<file path="src/hdl/mptg_pkg.sv">
// Shared types and constants for the multichannel pulse train generator.
// No dependencies; imported by the top level.
package mptg_pkg;

  localparam int unsigned CHANNELS_DEF = 16;

  localparam int unsigned FUNC_W  = 2;
  localparam int unsigned CHAN_W  = 4;
  localparam int unsigned COUNT_W = 16;
  localparam int unsigned AMP_W   = 8;
  localparam int unsigned TIME_W  = 16;
  localparam int unsigned MASK_W  = 16;

  typedef enum logic [FUNC_W-1:0] {
    FUNC_TICK  = 2'd0,
    FUNC_START = 2'd1,
    FUNC_DRIVE = 2'd2,
    FUNC_STOP  = 2'd3
  } func_e;

  typedef enum logic [6:0] {
    ST_IDLE      = 7'b0000001,
    ST_SCAN      = 7'b0000010,
    ST_SCAN_LAST = 7'b0000100,
    ST_EMIT_RD   = 7'b0001000,
    ST_EMIT_WAIT = 7'b0010000,
    ST_DRIVE     = 7'b0100000,
    ST_START_OUT = 7'b1000000
  } state_e;

  // One channel's entry in the state memory.
  typedef struct packed {
    logic [AMP_W-1:0]   amp;
    logic [COUNT_W-1:0] pulses;
    logic [TIME_W-1:0]  on_dur;
    logic [TIME_W-1:0]  off_dur;
    logic [TIME_W-1:0]  cdown;
  } entry_t;

  localparam int unsigned ENTRY_W = $bits(entry_t);

endpackage

</file>
<file path="src/hdl/multichannel_pulse_train_generator.sv">
// Multichannel pulse train generator: per-channel timing state in one RAM.
// Depends on mptg_pkg and mptg_ram.
//
//   channel | direction | handshake              | payload
//   --------+-----------+------------------------+----------------------------------
//   in      | input     | in_valid_i / in_stall_o | func, channel, pulse_count, ...
//   out     | output    | out_valid_o / out_stall_i | out_channel, out_level, busy_mask, last
//
// A tick reads every channel once through the RAM's single read port and flushes
// the last one through the data stage. The result walk then reads and emits each
// switching channel in turn and steps past quiet channels below the last
// switching one; it ends at once when nothing switched. A start writes its
// entry and emits one result; immediate drive and stop-all emit one result per
// channel. Input stalls until a command's walk ends; an output stall holds the
// walk. Reset clears the task and phase flags; RAM entries are written before use.
module multichannel_pulse_train_generator #(
  parameter int unsigned CHANNELS = mptg_pkg::CHANNELS_DEF
) (
  input  logic                          clk_i,
  input  logic                          rst_ni,
  input  logic                          in_valid_i,
  output logic                          in_stall_o,
  input  logic [mptg_pkg::FUNC_W-1:0]   func_i,
  input  logic [mptg_pkg::CHAN_W-1:0]   channel_i,
  input  logic [mptg_pkg::COUNT_W-1:0]  pulse_count_i,
  input  logic [mptg_pkg::AMP_W-1:0]    amplitude_i,
  input  logic [mptg_pkg::TIME_W-1:0]   on_time_i,
  input  logic [mptg_pkg::TIME_W-1:0]   off_time_i,
  input  logic [mptg_pkg::MASK_W-1:0]   channel_mask_i,
  output logic                          out_valid_o,
  input  logic                          out_stall_i,
  output logic [mptg_pkg::CHAN_W-1:0]   out_channel_o,
  output logic [mptg_pkg::AMP_W-1:0]    out_level_o,
  output logic [mptg_pkg::MASK_W-1:0]   busy_mask_o,
  output logic                          last_o
);
  import mptg_pkg::*;

  localparam int unsigned IDX_W = (CHANNELS > 1) ? $clog2(CHANNELS) : 1;
  localparam logic [IDX_W-1:0] LAST_IDX = IDX_W'(CHANNELS - 1);

  state_e state_q, state_d;
  logic [IDX_W-1:0]    idx_q, idx_d;
  logic                p_valid_q, p_valid_d;
  logic [IDX_W-1:0]    p_idx_q, p_idx_d;
  logic [CHANNELS-1:0] active_q, active_d;
  logic [CHANNELS-1:0] phase_q, phase_d;
  logic [CHANNELS-1:0] emit_q, emit_d;
  logic [CHANNELS-1:0] emit_rest;

  // Command payload held while a command's results are emitted.
  logic [IDX_W-1:0]    cmd_ch_q, cmd_ch_d;
  logic [AMP_W-1:0]    cmd_amp_q, cmd_amp_d;
  logic [CHANNELS-1:0] cmd_mask_q, cmd_mask_d;

  logic             ram_we, ram_re;
  logic [IDX_W-1:0] ram_waddr, ram_raddr;
  entry_t           ram_wdata, ram_rdata, ent;
  logic [TIME_W-1:0]  cd_dec;
  logic [COUNT_W-1:0] pl_dec;

  logic             out_valid_q, out_valid_d;
  logic [IDX_W-1:0] out_ch_q, out_ch_d;
  logic [AMP_W-1:0] out_level_q, out_level_d;
  logic [MASK_W-1:0] busy_q, busy_d;
  logic             last_q, last_d;
  logic             out_free, ld;

  logic             start_ok;

  mptg_ram #(
    .WIDTH (ENTRY_W),
    .DEPTH (CHANNELS)
  ) u_state_ram (
    .clk_i   (clk_i),
    .we_i    (ram_we),
    .waddr_i (ram_waddr),
    .wdata_i (ram_wdata),
    .re_i    (ram_re),
    .raddr_i (ram_raddr),
    .rdata_o (ram_rdata)
  );

  assign in_stall_o = (state_q != ST_IDLE);
  assign out_free   = !out_valid_q || !out_stall_i;
  assign start_ok   = (pulse_count_i != '0) &&
                      ({1'b0, channel_i} < (CHAN_W + 1)'(CHANNELS));

  assign ent    = ram_rdata;
  assign cd_dec = (ent.cdown != '0) ? ent.cdown - 1'b1 : '0;
  assign pl_dec = ent.pulses - 1'b1;
  assign emit_rest = emit_q & ~(CHANNELS'(1) << idx_q);

  always_comb begin
    state_d     = state_q;
    idx_d       = idx_q;
    p_valid_d   = 1'b0;
    p_idx_d     = p_idx_q;
    active_d    = active_q;
    phase_d     = phase_q;
    emit_d      = emit_q;
    cmd_ch_d    = cmd_ch_q;
    cmd_amp_d   = cmd_amp_q;
    cmd_mask_d  = cmd_mask_q;
    ram_we      = 1'b0;
    ram_waddr   = p_idx_q;
    ram_wdata   = ent;
    ram_re      = 1'b0;
    ram_raddr   = idx_q;
    ld          = 1'b0;
    out_ch_d    = idx_q;
    out_level_d = '0;
    last_d      = 1'b0;

    // Tick data stage: one channel per cycle, in the cycle after that channel's read.
    if (p_valid_q && active_q[p_idx_q]) begin
      ram_we    = 1'b1;
      ram_waddr = p_idx_q;
      if (cd_dec != '0) begin
        ram_wdata.cdown = cd_dec;
      end else if (phase_q[p_idx_q]) begin
        phase_d[p_idx_q]  = 1'b0;
        ram_wdata.cdown   = ent.off_dur;
        ram_wdata.pulses  = pl_dec;
        if (pl_dec == '0) begin
          active_d[p_idx_q] = 1'b0;
        end
        emit_d[p_idx_q] = 1'b1;
      end else begin
        phase_d[p_idx_q] = 1'b1;
        ram_wdata.cdown  = ent.on_dur;
        emit_d[p_idx_q]  = 1'b1;
      end
    end

    case (state_q)
      ST_IDLE: begin
        if (in_valid_i) begin
          case (func_e'(func_i))
            FUNC_TICK: begin
              emit_d  = '0;
              idx_d   = '0;
              state_d = ST_SCAN;
            end
            FUNC_START: begin
              if (start_ok) begin
                ram_we            = 1'b1;
                ram_waddr         = channel_i[IDX_W-1:0];
                ram_wdata.amp     = amplitude_i;
                ram_wdata.pulses  = pulse_count_i;
                ram_wdata.on_dur  = on_time_i;
                ram_wdata.off_dur = off_time_i;
                ram_wdata.cdown   = on_time_i;
                active_d[channel_i[IDX_W-1:0]] = 1'b1;
                phase_d[channel_i[IDX_W-1:0]]  = 1'b1;
                cmd_ch_d  = channel_i[IDX_W-1:0];
                cmd_amp_d = amplitude_i;
                state_d   = ST_START_OUT;
              end
            end
            FUNC_DRIVE: begin
              active_d   = '0;
              cmd_amp_d  = amplitude_i;
              cmd_mask_d = channel_mask_i[CHANNELS-1:0];
              idx_d      = '0;
              state_d    = ST_DRIVE;
            end
            FUNC_STOP: begin
              active_d   = '0;
              cmd_amp_d  = '0;
              cmd_mask_d = '0;
              idx_d      = '0;
              state_d    = ST_DRIVE;
            end
            default: begin
              state_d = ST_IDLE;
            end
          endcase
        end
      end
      ST_SCAN: begin
        ram_re    = 1'b1;
        ram_raddr = idx_q;
        p_valid_d = 1'b1;
        p_idx_d   = idx_q;
        if (idx_q == LAST_IDX) begin
          idx_d   = '0;
          state_d = ST_SCAN_LAST;
        end else begin
          idx_d = idx_q + 1'b1;
        end
      end
      ST_SCAN_LAST: begin
        // last channel is in the data stage this cycle
        idx_d   = '0;
        state_d = ST_EMIT_RD;
      end
      ST_EMIT_RD: begin
        if (emit_q == '0) begin
          state_d = ST_IDLE;
        end else if (emit_q[idx_q]) begin
          ram_re    = 1'b1;
          ram_raddr = idx_q;
          state_d   = ST_EMIT_WAIT;
        end else begin
          idx_d = idx_q + 1'b1;
        end
      end
      ST_EMIT_WAIT: begin
        if (out_free) begin
          ld          = 1'b1;
          out_ch_d    = idx_q;
          out_level_d = phase_q[idx_q] ? ent.amp : '0;
          last_d      = (emit_rest == '0);
          emit_d      = emit_rest;
          if (emit_rest == '0) begin
            state_d = ST_IDLE;
          end else begin
            idx_d   = idx_q + 1'b1;
            state_d = ST_EMIT_RD;
          end
        end
      end
      ST_DRIVE: begin
        if (out_free) begin
          ld          = 1'b1;
          out_ch_d    = idx_q;
          out_level_d = cmd_mask_q[idx_q] ? cmd_amp_q : '0;
          last_d      = (idx_q == LAST_IDX);
          if (idx_q == LAST_IDX) begin
            state_d = ST_IDLE;
          end else begin
            idx_d = idx_q + 1'b1;
          end
        end
      end
      ST_START_OUT: begin
        if (out_free) begin
          ld          = 1'b1;
          out_ch_d    = cmd_ch_q;
          out_level_d = cmd_amp_q;
          last_d      = 1'b1;
          state_d     = ST_IDLE;
        end
      end
      default: begin
        state_d = ST_IDLE;
      end
    endcase
  end

  // Busy flags are final by the time any result of a command is loaded.
  assign busy_d = MASK_W'(active_q);

  always_comb begin
    out_valid_d = out_valid_q;
    if (ld) begin
      out_valid_d = 1'b1;
    end else if (!out_stall_i) begin
      out_valid_d = 1'b0;
    end
  end

  always_ff @(posedge clk_i or negedge rst_ni) begin
    if (!rst_ni) begin
      state_q     <= ST_IDLE;
      idx_q       <= '0;
      p_valid_q   <= 1'b0;
      active_q    <= '0;
      phase_q     <= '0;
      emit_q      <= '0;
      out_valid_q <= 1'b0;
    end else begin
      state_q     <= state_d;
      idx_q       <= idx_d;
      p_valid_q   <= p_valid_d;
      active_q    <= active_d;
      phase_q     <= phase_d;
      emit_q      <= emit_d;
      out_valid_q <= out_valid_d;
    end
  end

  always_ff @(posedge clk_i) begin
    p_idx_q    <= p_idx_d;
    cmd_ch_q   <= cmd_ch_d;
    cmd_amp_q  <= cmd_amp_d;
    cmd_mask_q <= cmd_mask_d;
    if (ld) begin
      out_ch_q    <= out_ch_d;
      out_level_q <= out_level_d;
      busy_q      <= busy_d;
      last_q      <= last_d;
    end
  end

  assign out_valid_o   = out_valid_q;
  assign out_channel_o = CHAN_W'(out_ch_q);
  assign out_level_o   = out_level_q;
  assign busy_mask_o   = busy_q;
  assign last_o        = last_q;

endmodule

</file>
<file path="src/hdl/mptg_ram.sv">
// Generic single-write, single-read RAM with a registered read port.
// No dependencies.
module mptg_ram #(
  parameter int unsigned WIDTH = 8,
  parameter int unsigned DEPTH = 16,
  localparam int unsigned AW = (DEPTH > 1) ? $clog2(DEPTH) : 1
) (
  input  logic             clk_i,
  input  logic             we_i,
  input  logic [AW-1:0]    waddr_i,
  input  logic [WIDTH-1:0] wdata_i,
  input  logic             re_i,
  input  logic [AW-1:0]    raddr_i,
  output logic [WIDTH-1:0] rdata_o
);

  logic [WIDTH-1:0] mem_q [DEPTH];
  logic [WIDTH-1:0] rdata_q;

  always_ff @(posedge clk_i) begin
    if (we_i) begin
      mem_q[waddr_i] <= wdata_i;
    end
    if (re_i) begin
      rdata_q <= mem_q[raddr_i];
    end
  end

  assign rdata_o = rdata_q;

endmodule
</file>
<file path="config.mk">
export PLATFORM = sky130hd
export DESIGN_NAME = multichannel_pulse_train_generator
export DESIGN_NICKNAME = d
export VERILOG_FILES = /design/src/hdl/mptg_pkg.sv /design/src/hdl/multichannel_pulse_train_generator.sv /design/src/hdl/mptg_ram.sv
export SDC_FILE = /design/constraint.sdc
export NUM_CORES = 2
export LEC_CHECK = 0
export ABC_AREA = 1
export BUFFER_PORTS_ARGS = -buffer_cell sky130_fd_sc_hd__clkbuf_2
export CORE_MARGIN = 4
export CORE_UTILIZATION = 35
export CTS_CLUSTER_DIAMETER = 200
export DETAILED_ROUTE_END_ITERATION = 16
export SYNTH_ARGS = -nofsm -noshare
export SYNTH_HDL_FRONTEND = slang
export SYNTH_SLANG_ARGS = --single-unit
</file>
<file path="constraint.sdc">
create_clock -name clk_i -period 12.2 [get_ports clk_i]
set_clock_uncertainty 0.15 [all_clocks]
set_input_delay 1.83 -clock clk_i [delete_from_list [all_inputs] [get_ports clk_i]]
set_output_delay 1.83 -clock clk_i [all_outputs]
set_load 0.01 [all_outputs]
</file>
== Word level (Yosys, flattened, before mapping) ==
Memory sizes are Yosys's and may differ from the RTL's. A register that Yosys moved wholly into a read port is not among the register bits.
Index checks and enable logic that the tools add are counted.

* Equality and inequality tests: 27
* Bitwise logic cells: 9
* Multiplexer cells: 101
* Add/sub/neg operators: 3
* Shift operators: 1
* Reduce and logical (&&, ||, !) cells: 24
* Magnitude comparators: 5

{| class="wikitable"
|+ Operators with widths
! kind !! number
|-
| 2-to-1 mux 16 bit || 26
|-
| 2-to-1 mux 72 bit || 4
|-
| one-hot mux 16 bit (2 select lines) || 3
|-
| 2-to-1 mux 4 bit || 16
|-
| OR 16 bit || 4
|-
| 2-to-1 mux 7 bit || 9
|-
| one-hot mux 7 bit (7 select lines) || 1
|-
| bitwise AND 16 bit || 3
|-
| logical NOT 16 bit || 3
|-
| 2-to-1 mux 8 bit || 6
|-
| one-hot mux 8 bit (3 select lines) || 2
|-
| nonzero test 16 bit || 3
|-
| NOT 16 bit || 2
|-
| subtractor 16 x 1 -> 16 bit (second input constant) || 2
|-
| != test 2 bit (second input constant) || 12
|-
| one-hot mux 4 bit (6 select lines) || 1
|-
| 2-to-1 mux 1 bit || 23
|-
| one-hot mux 7 bit (3 select lines) || 1
|-
| binary-select mux 1 bit (select 4 bit) || 5
|-
| left shift 1 x 4 -> 16 bit (first input constant) || 1
|-
| less-than comparator 4 x 5 -> 1 bit (second input constant) || 3
|-
| AND reduction 9 bit || 1
|-
| demux 1 bit (select 4 bit) || 2
|-
| >= comparator 4 x 1 -> 1 bit (second input constant) || 2
|-
| 28 further kinds || 35
|}

* Memories: 1
* Output and inout port bits: 31
* Bits of input ports: 82
* Logic and storage cells: 186
* Register bits after elaboration: 122
* RAM bits: 1,152

{| class="wikitable"
|+ Memory list
! name !! words !! bits a word !! read ports !! clocked after memory_dff !! write ports !! line !! text
|-
| u_state_ram.mem_q || 16 || 72 || 1 || 1 || 1 || mptg_ram.sv:17 || <nowiki>logic [WIDTH-1:0] mem_q [DEPTH];</nowiki>
|}

== Depth between registers and ports, before layout ==
* Depth after elaboration: 15
* Mapped depth: 17
* Mapped depth without buffers: 16

== Modules after synthesis ==
Synthesis repeated with hierarchy kept, for this count alone.

* Cell total of the unflattened synthesis: 6,114
* Area, all modules: 60,586.9 um^2

{| class="wikitable"
|+ By module, submodules not included
! module !! seq. area each (um^2) !! instances !! area each (um^2) !! cells an instance
|-
| mptg_ram || 36,755.3 || 1 || 51,348.0 || 4,733
|-
| multichannel_pulse_train_generator || 3,359.5 || 1 || 9,238.9 || 1,381
|}

== Worst setup path after synthesis ==
Ideal clock, no wire load.

* Path kind: input-to-reg
* From: in pulse_count_i[10] (netlist name)
* To: mem u_state_ram.mem_q[0][0] (netlist name) (enable)
* Path buffers: 1
* Path slack: 5,360 ps
* Arrival: 6,188 ps
* Library setup time: 502 ps
* Required time: 11,548 ps
* Stages on the path: 11
* Cell sequence: or2_2 > nor4_1 > nand2_1 > nand2_1 > buf_4 > nand2_1 > o21ai_0 > inv_1 > nor2_1 > nand2_1 > nor2_1

* Cells in the longest elaborated chain, start to end: 7
* Elaborated cells on any way between the ends: 11
* Classes of those cells: mux (10); reduce/logical (1)

{| class="wikitable"
|+ Ends and longest elaborated chain
! what !! line !! text
|-
| from (decl) || multichannel_pulse_train_generator.sv:25 || <nowiki>input logic [mptg_pkg::COUNT_W-1:0] pulse_count_i,</nowiki>
|-
| nonzero test 16 bit * || multichannel_pulse_train_generator.sv:86 || <nowiki>assign start_ok = (pulse_count_i != '0) &&</nowiki>
|-
| 2-to-1 mux 1 bit || multichannel_pulse_train_generator.sv:146 || <nowiki>if (start_ok) begin</nowiki>
|-
| 2-to-1 mux 1 bit || multichannel_pulse_train_generator.sv:139 || <nowiki>case (func_e'(func_i))</nowiki>
|-
| 2-to-1 mux 1 bit || multichannel_pulse_train_generator.sv:138 || <nowiki>if (in_valid_i) begin</nowiki>
|-
| 2-to-1 mux 1 bit || multichannel_pulse_train_generator.sv:136 || <nowiki>case (state_q)</nowiki>
|-
| 2-to-1 mux 1 bit || mptg_ram.sv:21 || <nowiki>if (we_i) begin</nowiki>
|-
| 2-to-1 mux 1 bit (not written as such) || mptg_ram.sv:22 || <nowiki>mem_q[waddr_i] <= wdata_i;</nowiki>
|-
| to (decl) || mptg_ram.sv:17 ||
|}

Mark *: on every way between the ends. The rest lies on a longest branch, timed or not.

== Final worst setup path ==
* From: in pulse_count_i[10] (netlist name)
* To: mem u_state_ram.mem_q[10][0] (netlist name) (enable)

Same word-level chain as after synthesis.

==> qor.yml <==
timing:
  min_period_over_period_pct: 55.5
  tightest_slew_ns: 1.21
  tns_ns: 0
  timing.final.crit_period_ns: 6.78
  setup_viol: 0
  rsz0062_at_grt: "false"
  relSlewSlack_pct: 18.7
  drv_slew: 0
  layout_setup_ws_ns: 5.42
  fin_hold_ws_ns: 0.348
  timing.fmax_mhz: 148
  hold_viol: 0
layout:
  multiInputGateArea_um2: 13500
  fin_util_pct: 39.8
  stdcell_area_um2: 62400
  nets: 4728
  seq_area_um2: 40100
  area_delta_synth_final_pct: 12.7
  drive_above_1_share_pct: 9.71
  fin_cells: 6786
  nFillCells: 14800
  diodes: 0
yosys:
  yosys_warnings: 0
  synthXorXnorAreaFrac_pct: 0.142
  ys.flop_type: "edfxtp_1"
  syn_area_um2: 55400
  avgSynthCellArea_um2: 12.1
  async_flop_share_pct: 4.53
  synth-edff-count: 1285
  synth_compound_area_share_pct: 11.6
  ys_types: 44
  synthMuxAreaShare_pct: 0.0814
  synthSimpleGateAreaFrac_pct: 12.1
  ys_seq_elements: 1346
  synthAdderAreaFrac_pct: 0.203
  synth_top_family_by_area: "simple AND/OR/NAND/NOR gates"
  syn_inst: 4590
  synth_fp_nets: 4681
  ys_seq_area_share_pct: 72.5
die:
  die_h_um: 406
  start_util_pct: 35.3
  dieArea_um2: 165000
  fp-row-count: 145
  die_w_um: 406
  core-area_um2: 157000
  io_pins: 113
clocking:
  clock_latency_ns: 0.76
  cts.hold.buffers_added: 0
  cts_root_buffer: "clkbuf_16"
  cts.sinks: 1346
  cts_buffer_depth: 3
  cts_made_buffers: 136
  path_clk_slew_ns: 0.06
  ctsResizeCount: 0
  cts_tree: "built"
  cts_setup_buffers: 0
  htreeDepth: 4
placed_design:
  placed_area_um2: 58200
  gp_congestion: 0.905
  preCtsSetupSlack_ns: 4.64
  dpl.cell_count: 6557
  io_buffers: 112
  hpwl_um: 86400
power:
  sequentialPowerShare_pct: 47.0
  p_per_area_nw_per_um2: 192
  power_frac_comb_pct: 19.3
  peakVddDrop_mv: 0.138
  p_total_mw: 12.0
  power_leakage_nw: 21.2
  switchingPower_mw: 3.60
  sw_frac_of_total_pct: 30.1
  cell_internal_pwr_mw: 8.37
  clkPwrFrac_pct: 33.6
worst_setup_path:
  path_class: "in -> reg"
  start_kind: "input pin"
  crit_required_ns: 12.43
  crit_fanout: 35
  timing.critical_path.to_type: "flop"
  cp.arrival_ns: 7.01
status:
  status: "finished, final reports clean"
grt:
  grt_start_max_net_pins: 186
  first_global_vias: 35700
  grt_pass1_wl_um: 233000
  grtUsageTotal_pct: 18.8
  antenna_found_initial: 1
  overflow: 0
detailed_routing:
  dr.pass1.iters: 6
  routed_via_density: 5.55
  drt-initial-drc-count: 4532
  finalWirelength_um: 159000
  vias: 37700
  ant_nets: 0
  wl_per_cell_um: 23.4
  drc: 0
job:
  cap_violations: 0
min_path:
  hold_path_class: "reg -> reg"
Yosys cell counts (3+ instances only):
cell | number | share of area (%)
nor4_1 | 9 | 0.10
buf_2 | 24 | 0.22
ha_1 | 9 | 0.20
xor2_1 | 9 | 0.14
nand3_2 | 6 | 0.11
edfxtp_1 | 1285 | 70
o221ai_1 | 122 | 1.9
o21ai_1 | 16 | 0.14
nor3_1 | 6 | 0.054
mux2_2 | 4 | 0.081
nor2_1 | 743 | 5.0
inv_2 | 8 | 0.054
nand2_2 | 6 | 0.068
nand3_1 | 260 | 2.4
buf_1 | 22 | 0.15
buf_4 | 4 | 0.054
clkbuf_1 | 232 | 1.6
inv_1 | 175 | 1.2
o211ai_1 | 49 | 0.66
nand2_1 | 555 | 3.8
nand4_1 | 19 | 0.21
a21oi_1 | 71 | 0.64
nor2_4 | 4 | 0.081
nand3b_1 | 3 | 0.041
nor2_2 | 11 | 0.12
dfrtp_1 | 60 | 2.7
or2_2 | 3 | 0.034
o21ai_0 | 678 | 6.1
o22ai_1 | 171 | 1.9
buf_6 | 7 | 0.14
area by class of cell:
type,instances,share of cell area (%)
Sequential cell,1346,64.3
Multi-Input combinational cell,2769,21.7
Clock buffer,166,5.74
Tap cell,2058,4.13
Timing Repair Buffer,198,1.99
Inverter,186,1.16
Clock inverter,63,1.03
worst paths after layout:
kind                                   startpoint                                 end  slack [ns]  cells after the start
min                        active_q[12]$_DFF_PN0_           busy_mask_o[12]$_DFFE_PP_        0.35                      0
min in group asynchronous                  rst_ni              state_q[2]$_DFFE_PN0P_        1.12                      2
max reg2reg                state_q[4]$_DFFE_PN0P_  u_state_ram.mem_q[10][0]$_DFFE_PP_        6.61                     14
max in group asynchronous                  rst_ni                idx_q[1]$_DFFE_PN0P_       10.14                      2
max                             pulse_count_i[10]  u_state_ram.mem_q[10][0]$_DFFE_PP_        5.42                     11
min reg2reg                active_q[12]$_DFF_PN0_           busy_mask_o[12]$_DFFE_PP_        0.35                      0
flip-flops by register name (all words and copies together), names as in the netlist, 7 cells and up:
name,count
state_q,7
out_level_o,8
cmd_amp_q,8
busy_mask_o,16
u_state_ram.rdata_o,72
phase_q,16
emit_q,16
active_q,16
u_state_ram.mem_q,1152
cmd_mask_q,16
metal layers:
layer / global-route usage [%] / wire, um / up-vias
li1: - / - / 16800
met1: 27.7 / 69500 / 18800
met2: 28.7 / 71200 / 1798
met3: 3.47 / 14700 / 239
met4: 4.93 / 3130 / 2
met5: 0.506 / 109 / -
cell usage in the layout (no fill, tap or decap), types with 3 or more instances in the layout:
cell | synthesis | routed
dfrtp_4 | 0 | 3
o211ai_1 | 49 | 49
clkinv_16 | 0 | 4
edfxtp_1 | 1285 | 1285
clkinv_1 | 2 | 24
nand3b_1 | 3 | 3
o21ai_0 | 678 | 677
nor2_1 | 743 | 724
or2_2 | 3 | 3
o221ai_1 | 122 | 122
clkbuf_16 | 0 | 139
inv_1 | 175 | 171
mux2_2 | 4 | 4
nand4_1 | 19 | 19
clkinv_2 | 0 | 23
nand2_2 | 6 | 6
o22ai_1 | 171 | 171
inv_4 | 1 | 3
nor4_1 | 9 | 9
inv_6 | 0 | 4
nor3_1 | 6 | 6
clkbuf_2 | 0 | 112
dfrtp_1 | 60 | 57
clkbuf_1 | 232 | 27
a21oi_1 | 71 | 71
nand3_1 | 260 | 260
xor2_1 | 9 | 9
bufinv_16 | 0 | 8
ha_1 | 9 | 9
nor2_4 | 4 | 21
nand3_2 | 6 | 6
inv_2 | 8 | 6
nand2_4 | 2 | 4
o21ai_1 | 16 | 17
nand2_1 | 555 | 553
buf_4 | 4 | 83
buf_12 | 0 | 3
nor2_2 | 11 | 13
cell families after synthesis:
kind of cell / after synthesis
AND/OR/NAND/NOR: 1632
flip-flops: 1346
AO/OA/AOI/OAI: 1115
buffers and inverters: 475
XOR/XNOR: 9
adder cells (fa/ha/maj): 9
multiplexers: 4
power by group through the flow:
| stage | Clock (mW) | Combinational [mW] | Sequential [mW] |
|---|---|---|---|
| finish | 4.03 | 2.32 | 5.63 |
| global route | 4.29 | 2.58 | 5.65 |
| global placement | 0 | 2.26 | 5.72 |
| detailed placement | 0 | 2.30 | 5.73 |
| CTS | 4.09 | 2.31 | 5.63 |
| floorplan | 0 | 1.57 | 5.68 |
worst max-delay path, cell delays in order:
cell and delay, ns:
clkbuf_2 0.22, or2_2 0.35, nor4_1 0.46, nand2_1 0.49
nand2_4 0.55, clkinv_2 0.27, o21ai_0 0.44, nand3_1 0.43
nor2_4 0.76, buf_4 0.52, buf_4 0.63
Note: power is estimated with default switching activity, not from simulation.
